## src/sfrwp_pkg.sv

```systemverilog
package sfrwp_pkg;

    localparam int BYTE_W        = 8;
    localparam int WORD_W        = 16;
    localparam int IDX_W         = 7;
    localparam int WIN_LEN       = 10;
    localparam int FILL_W        = 4;
    localparam int REG_COUNT_DEF = 128;

    localparam logic [BYTE_W-1:0] SYNC_BYTE = 8'hFF;

    typedef struct packed {
        logic [BYTE_W-1:0] rx_byte;
        logic [IDX_W-1:0]  read_index;
    } req_t;

    typedef struct packed {
        logic                     frame_ok;
        logic                     checksum_bad;
        logic [IDX_W-1:0]         frame_index;
        logic signed [WORD_W-1:0] read_value;
    } rsp_t;

    // write pair from a good frame: d0 goes to idx, d1 to idx+1 (mod 128)
    typedef struct packed {
        logic              en;
        logic [IDX_W-1:0]  idx;
        logic [WORD_W-1:0] d0;
        logic [WORD_W-1:0] d1;
    } wr_req_t;

endpackage

```

## src/sync_framed_register_write_parser.sv

```systemverilog
// Channel | Dir | Handshake                 | Payload
// req     | in  | req_valid / req_stall     | sfrwp_pkg::req_t  (rx_byte, read_index)
// rsp     | out | rsp_valid / rsp_stall     | sfrwp_pkg::rsp_t  (flags, frame_index, read_value)
//
// One word per cycle sustained while rsp is not stalled; an accepted word enters the input register,
// then frame check and register file write/read load the result stage that drives rsp.
// Register file read data comes from the banked memory's registered read port.
// Reset empties the window and marks all registers as zero through per-entry valid bits.
// rsp_stall holds the result stage; req_stall rises only when both stages are full.
module sync_framed_register_write_parser #(
    parameter int REG_COUNT = sfrwp_pkg::REG_COUNT_DEF
) (
    input  logic             clk,
    input  logic             rst_n,
    input  logic             req_valid,
    output logic             req_stall,
    input  sfrwp_pkg::req_t  req,
    output logic             rsp_valid,
    input  logic             rsp_stall,
    output sfrwp_pkg::rsp_t  rsp
);

    localparam int BW = sfrwp_pkg::BYTE_W;
    localparam int WW = sfrwp_pkg::WORD_W;
    localparam int FW = sfrwp_pkg::FILL_W;
    localparam int WL = sfrwp_pkg::WIN_LEN;

    logic             in_vld_reg;
    sfrwp_pkg::req_t  in_data_reg;
    logic             advance;

    logic [BW-1:0]    win_reg  [WL];
    logic [BW-1:0]    win_next [WL];
    logic [BW-1:0]    win_ins  [WL];
    logic [FW-1:0]    fill_reg;
    logic [FW-1:0]    fill_next;
    logic [FW-1:0]    fill_eff;

    logic             full;
    logic             sync_ok;
    logic [WW-1:0]    addr_w;
    logic [WW-1:0]    d0_w;
    logic [WW-1:0]    d1_w;
    logic [WW-1:0]    chk_w;
    logic [WW-1:0]    sum_w;
    logic             frame_hit;
    logic             csum_bad;
    logic [sfrwp_pkg::IDX_W-1:0] frame_idx;

    logic             res_vld_reg;
    logic             ok_reg;
    logic             bad_reg;
    logic [sfrwp_pkg::IDX_W-1:0] fidx_reg;

    sfrwp_pkg::wr_req_t wr;
    logic [WW-1:0]    rd_word;

    assign advance   = in_vld_reg && (!res_vld_reg || !rsp_stall);
    assign req_stall = in_vld_reg && !advance;

    always_ff @(posedge clk or negedge rst_n)
    begin
        if (!rst_n)
        begin
            in_vld_reg <= 1'b0;
        end
        else if (!req_stall)
        begin
            in_vld_reg <= req_valid;
        end
    end

    always_ff @(posedge clk)
    begin
        if (req_valid && !req_stall)
        begin
            in_data_reg <= req;
        end
    end

    // drop the new byte into the window at the fill position
    always_comb
    begin
        fill_eff = (fill_reg >= FW'(WL)) ? FW'(WL - 1) : fill_reg;
        for (int i = 0; i < WL; i++)
        begin
            win_ins[i] = (fill_eff == FW'(i)) ? in_data_reg.rx_byte : win_reg[i];
        end
    end

    assign full    = (fill_eff == FW'(WL - 1));
    assign sync_ok = (win_ins[0] == sfrwp_pkg::SYNC_BYTE) && (win_ins[1] == sfrwp_pkg::SYNC_BYTE);
    assign addr_w  = {win_ins[2], win_ins[3]};
    assign d0_w    = {win_ins[4], win_ins[5]};
    assign d1_w    = {win_ins[6], win_ins[7]};
    assign chk_w   = {win_ins[8], win_ins[9]};
    assign sum_w   = WW'(addr_w + d0_w + d1_w);

    assign frame_hit = full && sync_ok && (sum_w == chk_w);
    assign csum_bad  = full && sync_ok && (sum_w != chk_w);
    assign frame_idx = win_ins[3][sfrwp_pkg::IDX_W-1:0];

    always_comb
    begin
        if (full && !frame_hit)
        begin
            // shift out the oldest byte; last slot keeps its byte until overwritten
            for (int i = 0; i < WL - 1; i++)
            begin
                win_next[i] = win_ins[i + 1];
            end
            win_next[WL-1] = win_ins[WL-1];
            fill_next      = FW'(WL - 1);
        end
        else
        begin
            for (int i = 0; i < WL; i++)
            begin
                win_next[i] = win_ins[i];
            end
            fill_next = frame_hit ? '0 : fill_eff + FW'(1);
        end
    end

    always_ff @(posedge clk)
    begin
        if (advance)
        begin
            for (int i = 0; i < WL; i++)
            begin
                win_reg[i] <= win_next[i];
            end
        end
    end

    always_ff @(posedge clk or negedge rst_n)
    begin
        if (!rst_n)
        begin
            fill_reg    <= '0;
            res_vld_reg <= 1'b0;
        end
        else
        begin
            if (advance)
            begin
                fill_reg <= fill_next;
            end
            if (advance)
            begin
                res_vld_reg <= 1'b1;
            end
            else if (!rsp_stall)
            begin
                res_vld_reg <= 1'b0;
            end
        end
    end

    always_ff @(posedge clk)
    begin
        if (advance)
        begin
            ok_reg   <= frame_hit;
            bad_reg  <= csum_bad;
            fidx_reg <= frame_hit ? frame_idx : '0;
        end
    end

    assign wr.en  = advance && frame_hit;
    assign wr.idx = frame_idx;
    assign wr.d0  = d0_w;
    assign wr.d1  = d1_w;

    sfrwp_regfile #(
        .REG_COUNT (REG_COUNT)
    ) u_regfile (
        .clk   (clk),
        .rst_n (rst_n),
        .wr    (wr),
        .re    (advance),
        .raddr (in_data_reg.read_index),
        .rdata (rd_word)
    );

    assign rsp_valid        = res_vld_reg;
    assign rsp.frame_ok     = ok_reg;
    assign rsp.checksum_bad = bad_reg;
    assign rsp.frame_index  = fidx_reg;
    assign rsp.read_value   = $signed(rd_word);

    a_fill_range: assert property (@(posedge clk) disable iff (!rst_n)
        fill_reg <= FW'(WL - 1))
        else $error("window fill count out of range");

    a_flags_excl: assert property (@(posedge clk) disable iff (!rst_n)
        rsp_valid |-> !(rsp.frame_ok && rsp.checksum_bad))
        else $error("frame_ok and checksum_bad both set");

    a_idx_zero: assert property (@(posedge clk) disable iff (!rst_n)
        rsp_valid && !rsp.frame_ok |-> rsp.frame_index == '0)
        else $error("frame_index nonzero without a good frame");

    a_empty_after_frame: assert property (@(posedge clk) disable iff (!rst_n)
        advance && frame_hit |=> fill_reg == '0)
        else $error("window not emptied after good frame");

endmodule

```

## src/sfrwp_regfile.sv

```systemverilog
module sfrwp_regfile #(
    parameter int REG_COUNT = sfrwp_pkg::REG_COUNT_DEF
) (
    input  logic                               clk,
    input  logic                               rst_n,
    input  sfrwp_pkg::wr_req_t                 wr,
    input  logic                               re,
    input  logic [sfrwp_pkg::IDX_W-1:0]        raddr,
    output logic [sfrwp_pkg::WORD_W-1:0]       rdata
);

    // even and odd banks: idx and idx+1 always differ in parity, so each
    // bank sees at most one write per cycle
    localparam int BANK_DEPTH = (REG_COUNT + 1) / 2;
    localparam int BA_W       = (BANK_DEPTH > 1) ? $clog2(BANK_DEPTH) : 1;

    logic [sfrwp_pkg::WORD_W-1:0] ev_mem [BANK_DEPTH];
    logic [sfrwp_pkg::WORD_W-1:0] od_mem [BANK_DEPTH];
    logic [BANK_DEPTH-1:0]        ev_vld_reg;
    logic [BANK_DEPTH-1:0]        od_vld_reg;

    logic [sfrwp_pkg::IDX_W-1:0]  idx0;
    logic [sfrwp_pkg::IDX_W-1:0]  idx1;
    logic                         in0;
    logic                         in1;
    logic [sfrwp_pkg::IDX_W-1:0]  ev_idx;
    logic [sfrwp_pkg::IDX_W-1:0]  od_idx;
    logic [sfrwp_pkg::WORD_W-1:0] ev_d;
    logic [sfrwp_pkg::WORD_W-1:0] od_d;
    logic                         ev_en;
    logic                         od_en;
    logic [BA_W-1:0]              ev_addr;
    logic [BA_W-1:0]              od_addr;
    logic [BA_W-1:0]              rd_addr;
    logic                         rd_in;
    logic                         hit_ev;
    logic                         hit_od;

    logic [sfrwp_pkg::WORD_W-1:0] ev_rd_reg;
    logic [sfrwp_pkg::WORD_W-1:0] od_rd_reg;
    logic [sfrwp_pkg::WORD_W-1:0] byp_reg;
    logic                         sel_reg;
    logic                         hit_reg;
    logic                         rdvld_reg;

    assign idx0 = wr.idx;
    assign idx1 = wr.idx + 7'd1;
    assign in0  = ({1'b0, idx0} < 8'(REG_COUNT));
    assign in1  = ({1'b0, idx1} < 8'(REG_COUNT));

    assign ev_idx = idx0[0] ? idx1 : idx0;
    assign od_idx = idx0[0] ? idx0 : idx1;
    assign ev_d   = idx0[0] ? wr.d1 : wr.d0;
    assign od_d   = idx0[0] ? wr.d0 : wr.d1;
    assign ev_en  = wr.en && (idx0[0] ? in1 : in0);
    assign od_en  = wr.en && (idx0[0] ? in0 : in1);

    assign ev_addr = ev_idx[BA_W:1];
    assign od_addr = od_idx[BA_W:1];
    assign rd_addr = raddr[BA_W:1];
    assign rd_in   = ({1'b0, raddr} < 8'(REG_COUNT));

    // same-cycle write to the read index wins over the old memory word
    assign hit_ev = ev_en && (raddr == ev_idx);
    assign hit_od = od_en && (raddr == od_idx);

    always_ff @(posedge clk)
    begin
        if (ev_en)
        begin
            ev_mem[ev_addr] <= ev_d;
        end
        if (od_en)
        begin
            od_mem[od_addr] <= od_d;
        end
        if (re)
        begin
            ev_rd_reg <= ev_mem[rd_addr];
            od_rd_reg <= od_mem[rd_addr];
            byp_reg   <= hit_od ? od_d : ev_d;
            sel_reg   <= raddr[0];
        end
    end

    always_ff @(posedge clk or negedge rst_n)
    begin
        if (!rst_n)
        begin
            ev_vld_reg <= '0;
            od_vld_reg <= '0;
            hit_reg    <= 1'b0;
            rdvld_reg  <= 1'b0;
        end
        else
        begin
            if (ev_en)
            begin
                ev_vld_reg[ev_addr] <= 1'b1;
            end
            if (od_en)
            begin
                od_vld_reg[od_addr] <= 1'b1;
            end
            if (re)
            begin
                hit_reg   <= hit_ev || hit_od;
                rdvld_reg <= rd_in && (raddr[0] ? od_vld_reg[rd_addr] : ev_vld_reg[rd_addr]);
            end
        end
    end

    always_comb
    begin
        if (hit_reg)
        begin
            rdata = byp_reg;
        end
        else if (!rdvld_reg)
        begin
            rdata = '0;
        end
        else
        begin
            rdata = sel_reg ? od_rd_reg : ev_rd_reg;
        end
    end

    a_ev_vld_set: assert property (@(posedge clk) disable iff (!rst_n)
        ev_en |=> ev_vld_reg[$past(ev_addr)])
        else $error("even bank entry not marked valid after write");

    a_od_vld_set: assert property (@(posedge clk) disable iff (!rst_n)
        od_en |=> od_vld_reg[$past(od_addr)])
        else $error("odd bank entry not marked valid after write");

    a_bypass_d0: assert property (@(posedge clk) disable iff (!rst_n)
        re && wr.en && in0 && (raddr == wr.idx) |=> rdata == $past(wr.d0))
        else $error("read of freshly written index missed data0");

endmodule

```

## config.mk

```make
export PLATFORM = sky130hd
export DESIGN_NAME = sync_framed_register_write_parser
export DESIGN_NICKNAME = d
export VERILOG_FILES = /design/src/sfrwp_pkg.sv /design/src/sync_framed_register_write_parser.sv /design/src/sfrwp_regfile.sv
export SDC_FILE = /design/constraint.sdc
export NUM_CORES = 2
export LEC_CHECK = 0
export BUFFER_PORTS_ARGS = -buffer_cell sky130_fd_sc_hd__buf_4
export CAP_MARGIN = 5
export CORE_MARGIN = 2
export CORE_UTILIZATION = 38
export CTS_CLUSTER_DIAMETER = 150
export DETAILED_ROUTE_END_ITERATION = 16
export MAX_ROUTING_LAYER = met4
export PLACE_DENSITY = 0.48
export SETUP_SLACK_MARGIN = 0.4
export SLEW_MARGIN = 25
export SYNTH_ARGS = -nofsm -noshare
export SYNTH_HDL_FRONTEND = slang
export SYNTH_SLANG_ARGS = --single-unit
```

## constraint.sdc

```tcl
create_clock -name clk -period 18.9 [get_ports clk]
set_input_delay 0.945 -clock clk [delete_from_list [all_inputs] [get_ports clk]]
set_output_delay 0.945 -clock clk [all_outputs]
set_load 0.01 [all_outputs]
```

==> impl_metrics.json <==
{
  "outcome": "finished clean",
  "startpoint_type": "flop",
  "wl_per_cell_um": 31.9,
  "die_y_um": 499,
  "cts.path.max_buffers": 3,
  "clk_pin_slew_ns": 0.06,
  "setup_viol": 0,
  "synth.avg_cell_area_um2": 21.7,
  "drt_first_pass_iters": 7,
  "finalCritPeriodShare_pct": 44.3,
  "fin_tns_setup_ns": 0,
  "rsz0062_at_grt": "no",
  "totalWireLength_um": 252000,
  "cts_setup_buffers": 0,
  "yosys.area_share.simple_pct": 2.04,
  "cts_tree": "done",
  "cp_top_family": "simple AND/OR/NAND/NOR gates",
  "final_common_cell": "edfxtp_1",
  "clock_skew_ns": 0.0345,
  "worstPathMaxFanout": 32,
  "synth_area_um2": 93100,
  "power.density_nw_per_um2": 137,
  "layout-drive-gt1-share_pct": 31.2,
  "synth_seq_area_share_pct": 74.7,
  "dp_hpwl_um": 154000,
  "gp_congestion": 0.826,
  "grt_pass1_wl_um": 358000,
  "relSlewSlack_pct": 30.1,
  "initial_core_util_pct": 38.2,
  "hold_violations": 0,
  "synth-seq-cells": 2337,
  "swShare_pct": 30.8,
  "ctsResizeCount": 0,
  "drtIter0Drc": 4341,
  "synth.top_cell.area_share_pct": 71.0,
  "core-area_um2": 243000,
  "cp.arrival_ns": 8.85,
  "synth.area.top_cells": "edfxtp_1, mux4_2, dfrtp_1",
  "num_rows": 181,
  "peakVddDrop_mv": 0.113,
  "final-max-slew-violation-count": 0,
  "synth_cells": 4281,
  "layout_common_cells": "edfxtp_1, mux4_2, clkbuf_16",
  "synth_top_cell_by_area": "edfxtp_1",
  "dieArea_um2": 249000,
  "cts_hold_buffers": 0,
  "grt_max_degree": 122,
  "synth_edf_count": 2201,
  "synth_compound_area_share_pct": 2.10,
  "detail_route.vias_per_cell": 5.56,
  "synth_fa_ha_area_share_pct": 0.519,
  "ys_types": 71,
  "numPortBuffers": 45,
  "drc": 0,
  "tightest_slew_ns": 1.05,
  "seq_power_share_pct": 46.3,
  "cap_violations": 0,
  "yosysWarnings": 0,
  "synth_top_family_by_area": "multiplexers",
  "antenna_found_initial": 11,
  "path_cells": "nand2_1 > nor3_2 > buf_4 > mux2i_1 > inv_1 > xnor2_1 > ha_1 > ha_1 > fa_1 > a21o_1 > a221o_1 > a2111oi_0 > nor2_1 > a31oi_1 > xnor2_1 > nand4_1 > buf_4 > inv_2 > nand3_2 > nor2_2",
  "drtAntennaViolNets": 0,
  "root_buffer": "clkbuf_16",
  "cp_data_required_time_ns": 19.37,
  "synth_nets": 4332,
  "p_leak_nw": 33.6,
  "synth-xor-area-share_pct": 0.511,
  "clockPowerShare_pct": 31.1,
  "nets": 4530,
  "max_stage_delay_ns": 1.16,
  "cts_made_buffers": 237,
  "p_int_mw": 10.1,
  "clock_sinks": 2337,
  "finalCriticalPeriod_ns": 8.38,
  "path_class": "flop to flop",
  "syn2layout_area_growth_pct": 14.0,
  "ys.flop_type": "edfxtp_1",
  "cts_htree_levels": 4,
  "utilization_pct": 43.6,
  "fmax_mhz": 119,
  "track_usage_pct": 20.8,
  "p_sw_mw": 4.49,
  "clkLatencyLatePin_ns": 0.87,
  "io_pins": 46,
  "synth_mux_area_share_pct": 18.9,
  "via_count": 43815,
  "synthArstFlopShare_pct": 5.82,
  "pwr-share-comb_pct": 22.6,
  "cp_num_buf_inv": 4,
  "grt_pass1_vias": 44755,
  "crit_slowest_cell": "nor2_2",
  "endpoint_kind": "flop",
  "chipWidth_um": 499,
  "gr-total-overflow": 0,
  "min_path_type": "primary input to async pin"
}
layout make-up:
cell class | instances | area (um^2)
clock inverters | 143 | 1190
diodes | 5 | 12.5
repair buffers | 210 | 1670
clock buffers | 295 | 6180
flip-flops and latches | 2337 | 69500
well taps | 3202 | 4010
fillers | 20650 | 137000
inverters | 32 | 125
multi-input cells | 1661 | 23400
power groups by stage:
stage	registers, mW	clock network (mW)	logic (mW)
final	6.74	4.53	3.30
after global routing	6.75	4.83	3.54
after CTS	6.74	4.63	3.37
after detailed placement	6.85	0	3.37
after global placement	6.85	0	3.33
after floorplan	6.88	0	1.74
routing by layer:
layer	share of wire, %	GRT usage (%)	vias to the layer above
li1	-	-	18336
met5	0	-	-
met1	45	29.3	24076
met3	4.3	2.60	276
met2	49	32.9	1127
met4	2.0	4.35	0
synthesized netlist by cell type, types with 3 or more instances:
cell type	n
xnor2_1	31
nor3_1	60
o21bai_1	98
nand4_1	9
o22ai_1	7
buf_2	22
mux2_2	45
and3_1	4
mux2_1	4
mux4_2	704
nor4_1	4
ha_1	21
edfxtp_1	2201
fa_1	11
nor3b_1	3
o21bai_2	4
a211oi_1	7
buf_1	52
a41oi_1	4
o21ai_0	37
dfrtp_1	136
nor2b_1	12
xor2_1	18
buf_4	7
nand2_1	100
clkbuf_1	165
nand3_1	17
or4_1	3
a21oi_1	63
buf_6	5
nor2_1	178
a31o_2	5
inv_1	29
nand2b_1	10
and2_1	8
mux2i_1	116
or3_1	3
a21o_1	33
a31oi_1	6
metrics by stage:
step	worst slack (ns)	std cells	hold WS [ns]	power, mW	area, um^2
after floorplan	11.90	4281	0.423	8.62	93100
after CTS	10.58	7880	0.0194	14.7	106000
after global placement	10.62	7442	0.432	10.2	98500
after global routing	9.99	7881	0.0495	15.1	106000
after detailed placement	10.63	7442	0.439	10.2	98600
final	10.52	7885	0.0597	14.6	106000
final timing paths:
check / to / cells past startpoint / slack [ns] / start
worst max-delay path: u_regfile.ev_mem[23][6] / 20 / 10.52 / fill_reg[1]
worst min-delay path: rsp_valid / 1 / 0.06 / rst_n
worst max register to register: u_regfile.ev_mem[23][6] / 20 / 10.52 / fill_reg[1]
worst min register to register: u_regfile.od_vld_reg[6] / 1 / 0.45 / u_regfile.od_vld_reg[6]
max in group asynchronous: u_regfile.od_vld_reg[2] / 2 / 17.64 / rst_n
min in group clk: in_data_reg[5] / 1 / 0.25 / req[5]
cell families (layout without fill, tap and decap cells):
group,count (synthesis),in the layout
XOR/XNOR,51,51
multiplexers,871,871
AND/OR/NAND/NOR,421,421
other,0,5
adder cells (fa/ha/maj),32,32
flip-flops,2337,2337
buffers and inverters,283,680
AO/OA/AOI/OAI,286,286
No activity file was read; power rests on OpenSTA's default activity.
